**src/sv/zdscw_pkg.sv**
```systemverilog
// shared types and constants for the zoned disk sector chain writer
`default_nettype none
package zdscw_pkg;

   localparam int OFFSET_W     = 18;
   localparam int BYTE_W       = 8;
   localparam int TRACK_W      = 6;
   localparam int SIZE_W       = 13;
   localparam int SECTOR_W     = 5;
   localparam int QUEUE_DEPTH  = 4;
   localparam int QPTR_W       = $clog2(QUEUE_DEPTH);
   localparam int QCNT_W       = $clog2(QUEUE_DEPTH + 1);

   localparam logic [SIZE_W-1:0] DATA_PER_SECTOR = 13'd254;
   localparam logic [BYTE_W-1:0] FIRST_DATA_BYTE = 8'd2;
   localparam logic [BYTE_W-1:0] WRAP_LINK_BYTE  = 8'd255;

   localparam logic OP_START = 1'b0;
   localparam logic OP_DATA  = 1'b1;

   localparam logic CSR_START_TRACK = 1'b0;
   localparam logic CSR_FILE_SIZE   = 1'b1;

   typedef struct packed {
      logic                has_data;
      logic [OFFSET_W-1:0] data_offset;
      logic [BYTE_W-1:0]   data_value;
      logic                has_link;
      logic [OFFSET_W-1:0] link_offset;
      logic [BYTE_W-1:0]   link_track_byte;
      logic [BYTE_W-1:0]   link_sector_byte;
      logic [SECTOR_W-1:0] blocks_used;
      logic                overflow;
   } cmd_type;

   typedef struct packed {
      logic [BYTE_W-1:0] track_byte;
      logic [BYTE_W-1:0] sector_byte;
      logic              wrap;
   } link_type;

   // sectors per track by zone
   function automatic logic [SECTOR_W-1:0] zone_sectors(input logic [TRACK_W-1:0] t);
      logic [SECTOR_W-1:0] n;
      if (t <= 6'd17) begin
         n = 5'd21;
      end else if (t <= 6'd24) begin
         n = 5'd19;
      end else if (t <= 6'd30) begin
         n = 5'd18;
      end else begin
         n = 5'd17;
      end
      return n;
   endfunction

   // image offset of sector 0 of track t (t >= 1)
   function automatic logic [OFFSET_W-1:0] track_base(input logic [TRACK_W-1:0] t);
      logic [9:0] sectors;
      if (t <= 6'd18) begin
         sectors = 10'(t - 6'd1) * 10'd21;
      end else if (t <= 6'd25) begin
         sectors = 10'd357 + 10'(t - 6'd18) * 10'd19;
      end else if (t <= 6'd31) begin
         sectors = 10'd490 + 10'(t - 6'd25) * 10'd18;
      end else begin
         sectors = 10'd598 + 10'(t - 6'd31) * 10'd17;
      end
      return {sectors, 8'h00};
   endfunction

endpackage
`default_nettype wire

```
**src/sv/zdscw_front.sv**
```systemverilog
// front end: takes items, tracks the chain state and issues write commands
`default_nettype none
module zdscw_front #(
   parameter int INTERLEAVE  = 10,
   parameter int TRACK_COUNT = 35
) (
   input  wire logic                          clock,
   input  wire logic                          reset,
   input  wire logic                          req_valid,
   output logic                               req_stall,
   input  wire logic                          req_op,
   input  wire logic [7:0]                    req_data_byte,
   input  wire logic [zdscw_pkg::TRACK_W-1:0] start_track,
   input  wire logic [zdscw_pkg::SIZE_W-1:0]  file_size,
   input  wire logic                          q_full,
   output logic                               q_push,
   output zdscw_pkg::cmd_type                 q_cmd
);
   import zdscw_pkg::*;

   logic [SECTOR_W-1:0] cur_ff, cur_in;
   logic [BYTE_W-1:0]   bis_ff, bis_in;
   logic [SIZE_W-1:0]   left_ff, left_in;
   logic [SECTOR_W-1:0] opened_ff, opened_in;
   logic [OFFSET_W-1:0] base_ff, base_in;
   logic [SECTOR_W-1:0] count_ff, count_in;
   logic [TRACK_W-1:0]  track_ff, track_in;
   logic                ovf_ff, ovf_in;

   function automatic logic [SECTOR_W-1:0] step_sector(input logic [SECTOR_W-1:0] a,
                                                       input logic [SECTOR_W-1:0] cnt);
      logic [SECTOR_W:0] s;
      s = {1'b0, a} + (SECTOR_W+1)'(INTERLEAVE);
      if (s >= {1'b0, cnt}) begin
         s = s - {1'b0, cnt};
      end
      return s[SECTOR_W-1:0];
   endfunction

   function automatic link_type make_link(input logic [SIZE_W-1:0]   left,
                                          input logic [SECTOR_W-1:0] sector,
                                          input logic [SECTOR_W-1:0] cnt,
                                          input logic [TRACK_W-1:0]  trk);
      logic [SECTOR_W-1:0] nx;
      link_type            l;
      nx = step_sector(sector, cnt);
      l  = '0;
      if (left <= DATA_PER_SECTOR) begin
         l.sector_byte = left[BYTE_W-1:0] + 8'd1;
      end else if (nx == '0) begin
         l.wrap        = 1'b1;
         l.sector_byte = WRAP_LINK_BYTE;
      end else begin
         l.track_byte  = {{(BYTE_W-TRACK_W){1'b0}}, trk};
         l.sector_byte = {{(BYTE_W-SECTOR_W){1'b0}}, nx};
      end
      return l;
   endfunction

   logic                accept;
   logic [TRACK_W-1:0]  t;
   logic [OFFSET_W-1:0] b;
   logic [SECTOR_W-1:0] zc;
   logic [SIZE_W-1:0]   left_n;
   logic [BYTE_W-1:0]   bis_n;
   logic [SECTOR_W-1:0] cur_n;
   link_type            lk;

   assign req_stall = q_full;
   assign accept    = req_valid && !q_full;

   always_comb begin
      cur_in    = cur_ff;
      bis_in    = bis_ff;
      left_in   = left_ff;
      opened_in = opened_ff;
      base_in   = base_ff;
      count_in  = count_ff;
      track_in  = track_ff;
      ovf_in    = ovf_ff;
      q_push    = 1'b0;
      q_cmd     = '0;
      t         = start_track;
      if (start_track < 6'd1) begin
         t = 6'd1;
      end else if (start_track > TRACK_W'(TRACK_COUNT)) begin
         t = TRACK_W'(TRACK_COUNT);
      end
      b      = track_base(t);
      zc     = zone_sectors(t);
      left_n = left_ff - 13'd1;
      bis_n  = bis_ff + 8'd1;
      cur_n  = step_sector(cur_ff, count_ff);
      lk     = '0;
      if (accept) begin
         unique case (req_op)
            OP_START: begin
               lk        = make_link(file_size, '0, zc, t);
               track_in  = t;
               base_in   = b;
               count_in  = zc;
               cur_in    = '0;
               bis_in    = FIRST_DATA_BYTE;
               left_in   = file_size;
               opened_in = 5'd1;
               ovf_in    = lk.wrap;
               q_push    = 1'b1;
               q_cmd.has_link         = 1'b1;
               q_cmd.link_offset      = b;
               q_cmd.link_track_byte  = lk.track_byte;
               q_cmd.link_sector_byte = lk.sector_byte;
               q_cmd.blocks_used      = 5'd1;
               q_cmd.overflow         = lk.wrap;
            end
            OP_DATA: begin
               if (left_ff != '0) begin
                  left_in = left_n;
                  if (bis_ff != '0) begin
                     q_push            = 1'b1;
                     q_cmd.has_data    = 1'b1;
                     q_cmd.data_offset = base_ff + {5'b0, cur_ff, bis_ff};
                     q_cmd.data_value  = req_data_byte;
                     bis_in            = bis_n;
                     if (bis_n == '0 && left_n != '0 && !ovf_ff) begin
                        lk        = make_link(left_n, cur_n, count_ff, track_ff);
                        cur_in    = cur_n;
                        opened_in = opened_ff + 5'd1;
                        bis_in    = FIRST_DATA_BYTE;
                        ovf_in    = lk.wrap;
                        q_cmd.has_link         = 1'b1;
                        q_cmd.link_offset      = base_ff + {5'b0, cur_n, 8'h00};
                        q_cmd.link_track_byte  = lk.track_byte;
                        q_cmd.link_sector_byte = lk.sector_byte;
                     end
                     q_cmd.blocks_used = opened_in;
                     q_cmd.overflow    = ovf_in;
                  end
               end
            end
         endcase
      end
   end

   always_ff @(posedge clock) begin
      if (reset) begin
         cur_ff    <= '0;
         bis_ff    <= '0;
         left_ff   <= '0;
         opened_ff <= '0;
         base_ff   <= '0;
         count_ff  <= 5'd21;
         track_ff  <= '0;
         ovf_ff    <= 1'b0;
      end else begin
         cur_ff    <= cur_in;
         bis_ff    <= bis_in;
         left_ff   <= left_in;
         opened_ff <= opened_in;
         base_ff   <= base_in;
         count_ff  <= count_in;
         track_ff  <= track_in;
         ovf_ff    <= ovf_in;
      end
   end

endmodule
`default_nettype wire

```
**src/sv/zdscw_queue.sv**
```systemverilog
// short command queue between front and back ends
`default_nettype none
module zdscw_queue (
   input  wire logic               clock,
   input  wire logic               reset,
   input  wire logic               push,
   input  wire zdscw_pkg::cmd_type push_cmd,
   input  wire logic               pop,
   output zdscw_pkg::cmd_type      head_cmd,
   output logic                    full,
   output logic                    empty
);
   import zdscw_pkg::*;

   cmd_type             entry_ff [QUEUE_DEPTH];
   logic [QPTR_W-1:0]   wr_ptr_ff, wr_ptr_in;
   logic [QPTR_W-1:0]   rd_ptr_ff, rd_ptr_in;
   logic [QCNT_W-1:0]   count_ff, count_in;

   assign full     = (count_ff == QCNT_W'(QUEUE_DEPTH));
   assign empty    = (count_ff == '0);
   assign head_cmd = entry_ff[rd_ptr_ff];

   always_comb begin
      wr_ptr_in = wr_ptr_ff;
      rd_ptr_in = rd_ptr_ff;
      count_in  = count_ff;
      if (push) begin
         wr_ptr_in = (wr_ptr_ff == QPTR_W'(QUEUE_DEPTH - 1)) ? '0 : wr_ptr_ff + 1'b1;
      end
      if (pop) begin
         rd_ptr_in = (rd_ptr_ff == QPTR_W'(QUEUE_DEPTH - 1)) ? '0 : rd_ptr_ff + 1'b1;
      end
      if (push && !pop) begin
         count_in = count_ff + 1'b1;
      end else if (pop && !push) begin
         count_in = count_ff - 1'b1;
      end
   end

   always_ff @(posedge clock) begin
      if (push) begin
         entry_ff[wr_ptr_ff] <= push_cmd;
      end
   end

   always_ff @(posedge clock) begin
      if (reset) begin
         wr_ptr_ff <= '0;
         rd_ptr_ff <= '0;
         count_ff  <= '0;
      end else begin
         wr_ptr_ff <= wr_ptr_in;
         rd_ptr_ff <= rd_ptr_in;
         count_ff  <= count_in;
      end
   end

endmodule
`default_nettype wire

```
**src/sv/zdscw_back.sv**
```systemverilog
// back end: expands each command into image writes, one per cycle while rsp_stall is low
`default_nettype none
module zdscw_back (
   input  wire logic                           clock,
   input  wire logic                           reset,
   input  wire logic                           q_empty,
   input  wire zdscw_pkg::cmd_type             q_head,
   output logic                                q_pop,
   output logic                                rsp_valid,
   input  wire logic                           rsp_stall,
   output logic [zdscw_pkg::OFFSET_W-1:0]      rsp_image_offset,
   output logic [zdscw_pkg::BYTE_W-1:0]        rsp_byte_value,
   output logic                                rsp_last,
   output logic [zdscw_pkg::SECTOR_W-1:0]      rsp_blocks_used,
   output logic                                rsp_overflow
);
   import zdscw_pkg::*;

   localparam logic [1:0] POS_DATA  = 2'd0;
   localparam logic [1:0] POS_LINK0 = 2'd1;
   localparam logic [1:0] POS_LINK1 = 2'd2;

   logic [1:0]          pos_ff, pos_in;
   logic [1:0]          pos;
   logic                valid_ff, valid_in;
   logic [OFFSET_W-1:0] offset_ff, offset_in;
   logic [BYTE_W-1:0]   value_ff, value_in;
   logic                last_ff, last_in;
   logic [SECTOR_W-1:0] blocks_ff, blocks_in;
   logic                ovf_ff, ovf_in;
   logic                load;
   logic                piece_last;

   assign load = !valid_ff || !rsp_stall;
   assign pos  = (pos_ff == POS_DATA && !q_head.has_data) ? POS_LINK0 : pos_ff;
   assign piece_last = (pos == POS_DATA && !q_head.has_link) || (pos == POS_LINK1);

   always_comb begin
      pos_in    = pos_ff;
      valid_in  = valid_ff && rsp_stall;
      offset_in = offset_ff;
      value_in  = value_ff;
      last_in   = last_ff;
      blocks_in = blocks_ff;
      ovf_in    = ovf_ff;
      q_pop     = 1'b0;
      if (load && !q_empty) begin
         valid_in  = 1'b1;
         last_in   = piece_last;
         blocks_in = q_head.blocks_used;
         ovf_in    = q_head.overflow;
         unique case (pos)
            POS_DATA: begin
               offset_in = q_head.data_offset;
               value_in  = q_head.data_value;
            end
            POS_LINK0: begin
               offset_in = q_head.link_offset;
               value_in  = q_head.link_track_byte;
            end
            POS_LINK1: begin
               offset_in = q_head.link_offset + 18'd1;
               value_in  = q_head.link_sector_byte;
            end
            default: begin
               offset_in = q_head.link_offset;
               value_in  = q_head.link_track_byte;
            end
         endcase
         if (piece_last) begin
            q_pop  = 1'b1;
            pos_in = POS_DATA;
         end else begin
            pos_in = pos + 2'd1;
         end
      end
   end

   always_ff @(posedge clock) begin
      if (reset) begin
         pos_ff   <= POS_DATA;
         valid_ff <= 1'b0;
      end else begin
         pos_ff   <= pos_in;
         valid_ff <= valid_in;
      end
   end

   always_ff @(posedge clock) begin
      offset_ff <= offset_in;
      value_ff  <= value_in;
      last_ff   <= last_in;
      blocks_ff <= blocks_in;
      ovf_ff    <= ovf_in;
   end

   assign rsp_valid        = valid_ff;
   assign rsp_image_offset = offset_ff;
   assign rsp_byte_value   = value_ff;
   assign rsp_last         = last_ff;
   assign rsp_blocks_used  = blocks_ff;
   assign rsp_overflow     = ovf_ff;

endmodule
`default_nettype wire

```
**src/sv/zoned_disk_sector_chain_writer.sv**
```systemverilog
// top level of the zoned disk sector chain writer
// Lays a file out on one track of a zoned disk image as a chain of 256-byte sectors and
// emits one image write per rsp transaction. The front end takes one req transaction per
// cycle while the queue has room and pushes commands into a four-entry queue; the back end
// turns each command into one to three writes, one per cycle while rsp_stall is low, through
// a single registered result port: one for a data byte, three for a byte that fills a sector
// and opens the next, two for a start. Writes go through the queue and the result register.
// Configuration is written with csr_write, csr_index and csr_wdata while the block is idle;
// start_track and file_size are taken at the start item.
`default_nettype none
module zoned_disk_sector_chain_writer #(
   parameter int INTERLEAVE  = 10,
   parameter int TRACK_COUNT = 35
) (
   input  wire logic                            clock,
   input  wire logic                            reset,
   input  wire logic                            req_valid,
   output logic                                 req_stall,
   input  wire logic                            req_op,
   input  wire logic [7:0]                      req_data_byte,
   output logic                                 rsp_valid,
   input  wire logic                            rsp_stall,
   output logic [zdscw_pkg::OFFSET_W-1:0]       rsp_image_offset,
   output logic [zdscw_pkg::BYTE_W-1:0]         rsp_byte_value,
   output logic                                 rsp_last,
   output logic [zdscw_pkg::SECTOR_W-1:0]       rsp_blocks_used,
   output logic                                 rsp_overflow,
   input  wire logic                            csr_write,
   input  wire logic                            csr_index,
   input  wire logic [zdscw_pkg::SIZE_W-1:0]    csr_wdata
);
   import zdscw_pkg::*;

   logic [TRACK_W-1:0] start_track_ff, start_track_in;
   logic [SIZE_W-1:0]  file_size_ff, file_size_in;
   logic               q_full, q_empty, q_push, q_pop;
   cmd_type            push_cmd, head_cmd;

   always_comb begin
      start_track_in = start_track_ff;
      file_size_in   = file_size_ff;
      if (csr_write) begin
         unique case (csr_index)
            CSR_START_TRACK: start_track_in = csr_wdata[TRACK_W-1:0];
            CSR_FILE_SIZE:   file_size_in   = csr_wdata;
         endcase
      end
   end

   always_ff @(posedge clock) begin
      if (reset) begin
         start_track_ff <= 6'd14;
         file_size_ff   <= '0;
      end else begin
         start_track_ff <= start_track_in;
         file_size_ff   <= file_size_in;
      end
   end

   zdscw_front #(
      .INTERLEAVE  (INTERLEAVE),
      .TRACK_COUNT (TRACK_COUNT)
   ) u_front (
      .clock         (clock),
      .reset         (reset),
      .req_valid     (req_valid),
      .req_stall     (req_stall),
      .req_op        (req_op),
      .req_data_byte (req_data_byte),
      .start_track   (start_track_ff),
      .file_size     (file_size_ff),
      .q_full        (q_full),
      .q_push        (q_push),
      .q_cmd         (push_cmd)
   );

   zdscw_queue u_queue (
      .clock    (clock),
      .reset    (reset),
      .push     (q_push),
      .push_cmd (push_cmd),
      .pop      (q_pop),
      .head_cmd (head_cmd),
      .full     (q_full),
      .empty    (q_empty)
   );

   zdscw_back u_back (
      .clock            (clock),
      .reset            (reset),
      .q_empty          (q_empty),
      .q_head           (head_cmd),
      .q_pop            (q_pop),
      .rsp_valid        (rsp_valid),
      .rsp_stall        (rsp_stall),
      .rsp_image_offset (rsp_image_offset),
      .rsp_byte_value   (rsp_byte_value),
      .rsp_last         (rsp_last),
      .rsp_blocks_used  (rsp_blocks_used),
      .rsp_overflow     (rsp_overflow)
   );

endmodule
`default_nettype wire

```
**config.mk**
```make
export PLATFORM = sky130hd
export DESIGN_NAME = zoned_disk_sector_chain_writer
export DESIGN_NICKNAME = d
export VERILOG_FILES = /design/src/sv/zdscw_pkg.sv /design/src/sv/zdscw_front.sv /design/src/sv/zdscw_queue.sv /design/src/sv/zdscw_back.sv /design/src/sv/zoned_disk_sector_chain_writer.sv
export SDC_FILE = /design/constraint.sdc
export NUM_CORES = 1
export LEC_CHECK = 0
export BUFFER_PORTS_ARGS = -buffer_cell sky130_fd_sc_hd__buf_4
export CAP_MARGIN = 20
export CORE_MARGIN = 2
export CORE_UTILIZATION = 44
export CTS_CLUSTER_DIAMETER = 30
export DETAILED_ROUTE_END_ITERATION = 12
export MAX_ROUTING_LAYER = met4
export SETUP_SLACK_MARGIN = 0.5
export SKIP_LAST_GASP = 1
export SLEW_MARGIN = 30
export SYNTH_ARGS = -nofsm -noshare
export SYNTH_HDL_FRONTEND = slang
export SYNTH_SLANG_ARGS = --single-unit
```
**constraint.sdc**
```tcl
create_clock -name clock -period 4.66 [get_ports clock]
set_input_delay 0.466 -clock clock [delete_from_list [all_inputs] [get_ports clock]]
set_output_delay 0.466 -clock clock [all_outputs]
set_load 0.01 [all_outputs]
```
[After elaboration in Yosys (flattened, before gate mapping)]
Memories as Yosys holds them, arrays and structs flattened. A register that Yosys moved wholly into a read port is not among the register bits.
Cells that the tools add are included.
Storage, ports and cells
  memory bits (writable): 272
  memories kept: 1
  word-level logic and storage cells: 181
  output and inout port bits: 35
  bits of input ports: 28
  flip-flop bits (word level): 115
Memories
  u_queue.entry_ff: words 4, bits a word 68, read ports 1, clocked after Yosys merged registers in 1, wr ports 1, RTL line zdscw_queue.sv:15  | cmd_type entry_ff [QUEUE_DEPTH];
Cells by class
  equality and inequality tests: 7
  bitwise operators: 2
  multiply operators: 4
  reductions and logical operators: 36
  muxes and demuxes: 73
  $lt $le $gt $ge: 13
  $add $sub $neg: 25
Operators by type and width (count)
  $mux W68: 3
  $mux W5: 18
  $pmux W41 S2: 1
  $mux W8: 8
  $add A18 B13 Y18: 2
  $le A6 B5 Y1 const B: 6
  $pmux W18 S2: 1
  $mux W35: 1
  $pmux W8 S2: 2
  $mul A10 B5 Y10 const B: 3
  $mux W10: 3
  $mux W6: 5
  $mux W27: 1
  $le A13 B8 Y1 const B: 2
  $pmux W13 S2: 1
  $reduce_bool A13 Y1: 2
  $add A8 B1 Y8 const B: 3
  $sub A6 B5 Y7 const B: 3
  $add A9 B10 Y10 const A: 2
  $pmux W5 S2: 2
  $add A18 B1 Y18 const B: 1
  $mux W1: 15
  $mux W2: 7
  $mux W13: 1
  33 further kinds: 67

[Logic depth before layout (Yosys ltp)]
  depth in word-level cells: 19
  depth in mapped cells: 22
  mapped depth without buffers: 21

[Hierarchy]
From an unflattened synthesis, not the netlist that was laid out.
Second synthesis, totals
  cell total of the unflattened synthesis: 1707
  area, all modules: 20696.1 µm²
Modules (own cells, without submodules)
  zdscw_queue: area an instance 10276.1 µm², seq. area each 8348.0 µm², cells each 400, times used 1
  zdscw_front: area an instance 7519.7 µm², seq. area each 1021.0 µm², cells each 1027, times used 1
  zdscw_back: area an instance 2034.5 µm², seq. area each 1051.0 µm², cells each 196, times used 1
  zoned_disk_sector_chain_writer: area an instance 865.8 µm², seq. area each 380.4 µm², cells each 84, times used 1

[Least setup slack after synthesis]
No wires, ideal clock.
  path type: register -> register
  start point: register start_track_ff[3]
  end point: memory u_queue.entry_ff[0][39] (netlist name) (data pin)
  required time: 4.370 ns
  library setup time: 0.290 ns
  path buffers: 1
  data arrival time: 4.479 ns
  stages on the path, launching flop included: 23
  clock period less this slack: 4.769 ns
  slack: -0.109 ns
  cell sequence: dfxtp_1 clkbuf_1 o31a_1 nor2_1 ha_1 inv_1 o21ai_1 xor2_1 inv_1 ha_1 ha_1 inv_1 fa_1 inv_1 ha_1 o21ai_0 nand2b_1 a21o_1 a21oi_1 xnor2_1 xnor2_1 a32oi_1 o21ai_0
RTL lines
  start: declaration: RTL line zoned_disk_sector_chain_writer.sv:34  | logic [TRACK_W-1:0] start_track_ff, start_track_in;
  start signal: assignment: RTL line zoned_disk_sector_chain_writer.sv:55  | start_track_ff <= start_track_in;
  end: declaration: RTL line zdscw_queue.sv:15

==> flow_summary.ini <==
[worst_setup_path]
critPathLaunchType = flip-flop
critical_path.max_stage_delay_ps = 360
worstPathRequired_ps = 4990
worstPathBufferInverterCount = 2
timing.setup.critical_path_class = flip-flop to flip-flop
cp_max_fo = 5
timing.rr.start = start_track_ff[3]
timing.critical_path.cells = o31a_1, nor2_4, ha_2, inv_2, o21ai_4, xor2_2, inv_2, ha_4, ha_4, ha_1, ha_4, nor2b_1, o21ai_2, nand2b_1, a21o_1, a21oi_2, xnor2_1, xnor2_1, a32oi_2, o21ai_2
critPathMostFrequentCell = sky130_fd_sc_hd__ha_4
crit_arrival_ps = 4530
critical_path.top_delay_family = compound AO/OA/AOI/OAI gates
critical_path.slowest_cell = sky130_fd_sc_hd__o31a_1
setup.worst_path.start = start_track_ff[3]
cp-end-kind = flip-flop

[power_and_ir_drop]
p_per_area_nw_per_um2 = 618
reported_net_switching_power_mw = 4.65
swShare_pct = 32.9
power.combinational.fraction_pct = 33.2
power.leakage_nw = 8.47
ir_drop_mv = 0.289
power.internal_mw = 9.50
post-layout-total-power_mw = 14.1
clock_power_share_pct = 36.0
seq_power_share_pct = 30.7

[timing]
setup_repair_after_global_routing_missed_its_margin = yes
finalMaxSlewViolations = 0
fin_worst_skew_ps = 22.6
slew_headroom_pct = 37.8
worst_margin_slew_ps = 933
fmax_mhz = 238
report.final.setup_viol = 0
final.period_utilization_pct = 90.1
whs_ps = 99.0
finalCriticalPeriod_ps = 4200
finalHoldViolCount = 0

[synth]
post_synth_instance_area_um2 = 18100
yosys-top-cells-area = sky130_fd_sc_hd__edfxtp_1, sky130_fd_sc_hd__dfxtp_1, sky130_fd_sc_hd__mux4_2, sky130_fd_sc_hd__ha_1, sky130_fd_sc_hd__nand2_1
ys.flop_type = sky130_fd_sc_hd__edfxtp_1
avgSynthCellArea_um2 = 11.9
synth_fp_nets = 1656
synth_cell_type_count = 89
postSynthCellCount = 1518
synth.top_cell.area_share_pct = 43.9
synthTopCellsByCount = sky130_fd_sc_hd__edfxtp_1, sky130_fd_sc_hd__nand2_1, sky130_fd_sc_hd__a21oi_1, sky130_fd_sc_hd__nor2_1, sky130_fd_sc_hd__ha_1
yosys.cell_count.top_type = sky130_fd_sc_hd__edfxtp_1
yosys_register_bits = 347
synth-edff-count = 265
largest_area_contributor_in_the_synthesized_netlist = sky130_fd_sc_hd__edfxtp_1
yosysWarnings = 0
synthArstFlopShare_pct = 0
synth-seq-area-share_pct = 52.9

[global_routing]
grt_max_degree = 77
grt_first_pass_wirelength_um = 67700
grt_remaining_overflow = 0
via_count_of_the_first_global_routing_pass = 12300
grt_antenna_before_repair = 0
grtUsageTotal_pct = 21.2

[run_status]
status = complete, no violations

[place]
hpwlAfterDp_um = 28700
finalWeightedCongestion = 0.883
io_buffer_count = 62
placed_cells = 2090

[final_layout]
final_layout_size_suffix_gt1_share_pct = 27.3
areaGrowthSynthToFinish_pct = 26.3
final_net_count = 1800
multi_input_area_um2 = 8770
ff_latch_area_um2 = 9620
fillCellCount = 3427
antenna_cells = 0
finish.cell_count_without_fillers = 2255

[detailed_routing]
route.vias.total = 12400
antenna_left = 0
drt_first_pass_iters = 5
number_of_drc_violations_after_detailed_routing = 0
drt_initial_violations = 723
route.final.wire_length_um = 42700
via_per_instance_ratio = 5.50
wire_per_inst_um = 18.9

[die]
ios = 63
die-area_um2 = 42800
die_width_um = 207
placementRows = 74
design.core.area_um2 = 40700
floorplan.initialDensity_pct = 44.5
fp.dieH_um = 207

[min_path]
hold_path.startpoint = csr_wdata[1]
hold_class = input pin to flip-flop

[clocking]
clock_tree.root_cell = sky130_fd_sc_hd__clkbuf_16
cts.sinks = 347
deepest_clock_path_buffer_count = 3
cts_inserted_buffers = 74
clock_transition_at_the_registers_of_the_reported_paths_ps = 40
cts_tree = done
clock_insertion_delay_worst_skew_ps = 610
cts-htree-levels = 3
post_cts_hold_buffer_count = 0

[run]
maxCapViolations = 0
layer usage:
metal  vias up  GRT usage [%]  wire [µm]
li1       5906              -          -
met1      6145           27.6      19400
met2       277           33.0      20300
met3        78           4.54       2040
met4         0           7.02        936
met5         -              -          0
power groups by stage:
| stage | registers (mW) | logic (mW) | clock network [mW] |
|---|---|---|---|
| finish | 4.35 | 4.70 | 5.10 |
| global route | 4.42 | 5.16 | 5.36 |
| CTS | 4.36 | 4.59 | 5.18 |
| detailed placement | 4.40 | 4.41 | 0 |
| global placement | 4.38 | 4.36 | 0 |
| floorplan | 4.35 | 3.15 | 0 |
what timing repair did:
item | in CTS | in global routing
gates resized for setup | 53 | 45
endpoints found under the setup margin | 79 | 112
pin swaps | 27 | 39
buffers inserted | 19 | 9
area by class of cell:
class                      count  share of cell area (%)
sequential                   347                    42.0
inverter                      74                    1.25
clock inverter                49                    2.37
clock buffer                  88                    8.50
timing repair buffer         142                    4.69
tap                          532                    2.91
multi-input combinational   1023                    38.3
tightest hold or removal path: stages:
cell                       delay [ps]
sky130_fd_sc_hd__buf_4             90
sky130_fd_sc_hd__nand2_1           40
sky130_fd_sc_hd__nand3b_1          60
flip-flops by register name, summed over array words and instances, names as in the netlist, 3 cells and up, named ones only:
name and cells:
u_front.track_ff 6, u_front.cur_ff 5, u_front.bis_ff 8, u_queue.entry_ff 232, u_back.rsp_byte_value 8, u_front.count_ff 3, u_queue.count_ff 3, start_track_ff 6
u_front.left_ff 13, u_front.opened_ff 5, u_front.base_ff 10, file_size_ff 13, u_back.rsp_image_offset 18, u_back.rsp_blocks_used 5
final timing paths:
path,slack (ps),depth (start not counted),to
setup / recovery,460,20,u_queue.entry_ff[0][39]
hold / removal,100,3,start_track_ff[1]
setup reg to reg,460,20,u_queue.entry_ff[0][39]
hold reg to reg,470,2,u_front.track_ff[5]
layout by cell type, fill, tap and decap left out, types with 7 or more instances in the layout:
cell type,count
sky130_fd_sc_hd__xor2_1,39
sky130_fd_sc_hd__or3_1,11
sky130_fd_sc_hd__and2_1,21
sky130_fd_sc_hd__nor2b_1,14
sky130_fd_sc_hd__xnor2_1,58
sky130_fd_sc_hd__nor2_1,100
sky130_fd_sc_hd__nand4_1,8
sky130_fd_sc_hd__and3_1,7
sky130_fd_sc_hd__dfxtp_1,73
sky130_fd_sc_hd__clkinv_2,11
sky130_fd_sc_hd__mux2i_1,16
sky130_fd_sc_hd__clkbuf_16,75
sky130_fd_sc_hd__o211ai_1,8
sky130_fd_sc_hd__fa_1,14
sky130_fd_sc_hd__a21oi_1,103
sky130_fd_sc_hd__a21oi_2,11
sky130_fd_sc_hd__o21ai_0,43
sky130_fd_sc_hd__nand3_1,18
sky130_fd_sc_hd__ha_1,73
sky130_fd_sc_hd__buf_4,140
sky130_fd_sc_hd__mux2_2,13
sky130_fd_sc_hd__nand2b_1,14
sky130_fd_sc_hd__a21o_1,16
sky130_fd_sc_hd__inv_2,9
sky130_fd_sc_hd__mux4_2,58
sky130_fd_sc_hd__nor3_1,29
sky130_fd_sc_hd__a211oi_1,8
sky130_fd_sc_hd__nand2_1,152
sky130_fd_sc_hd__inv_1,60
sky130_fd_sc_hd__o21ai_2,8
sky130_fd_sc_hd__clkinv_1,11
sky130_fd_sc_hd__ha_4,19
sky130_fd_sc_hd__a31oi_1,9
sky130_fd_sc_hd__edfxtp_1,265
sky130_fd_sc_hd__clkbuf_1,11
logic make-up after synthesis:
kind of cell / synth area share, %
flip-flops: 52.9
AO/OA/AOI/OAI: 10.6
XOR/XNOR: 4.97
AND/OR/NAND/NOR: 11.1
buffers and inverters: 3.18
adder cells (fa/ha/maj): 8.21
multiplexers: 8.96
metrics by stage:
step | util (%) | TNS (ps) | worst slack (ps) | cell area [µm²]
global route | 56.2 | 0 | 205 | 22900
detailed placement | 48.4 | -825 | -129 | 19700
floorplan | - | 0 | 249 | 18500
finish | 56.2 | 0 | 461 | 22900
global placement | 48.4 | 0 | 59.2 | 19700
CTS | 55.5 | 0 | 459 | 22600
No activity file was read; power rests on OpenSTA's default activity.
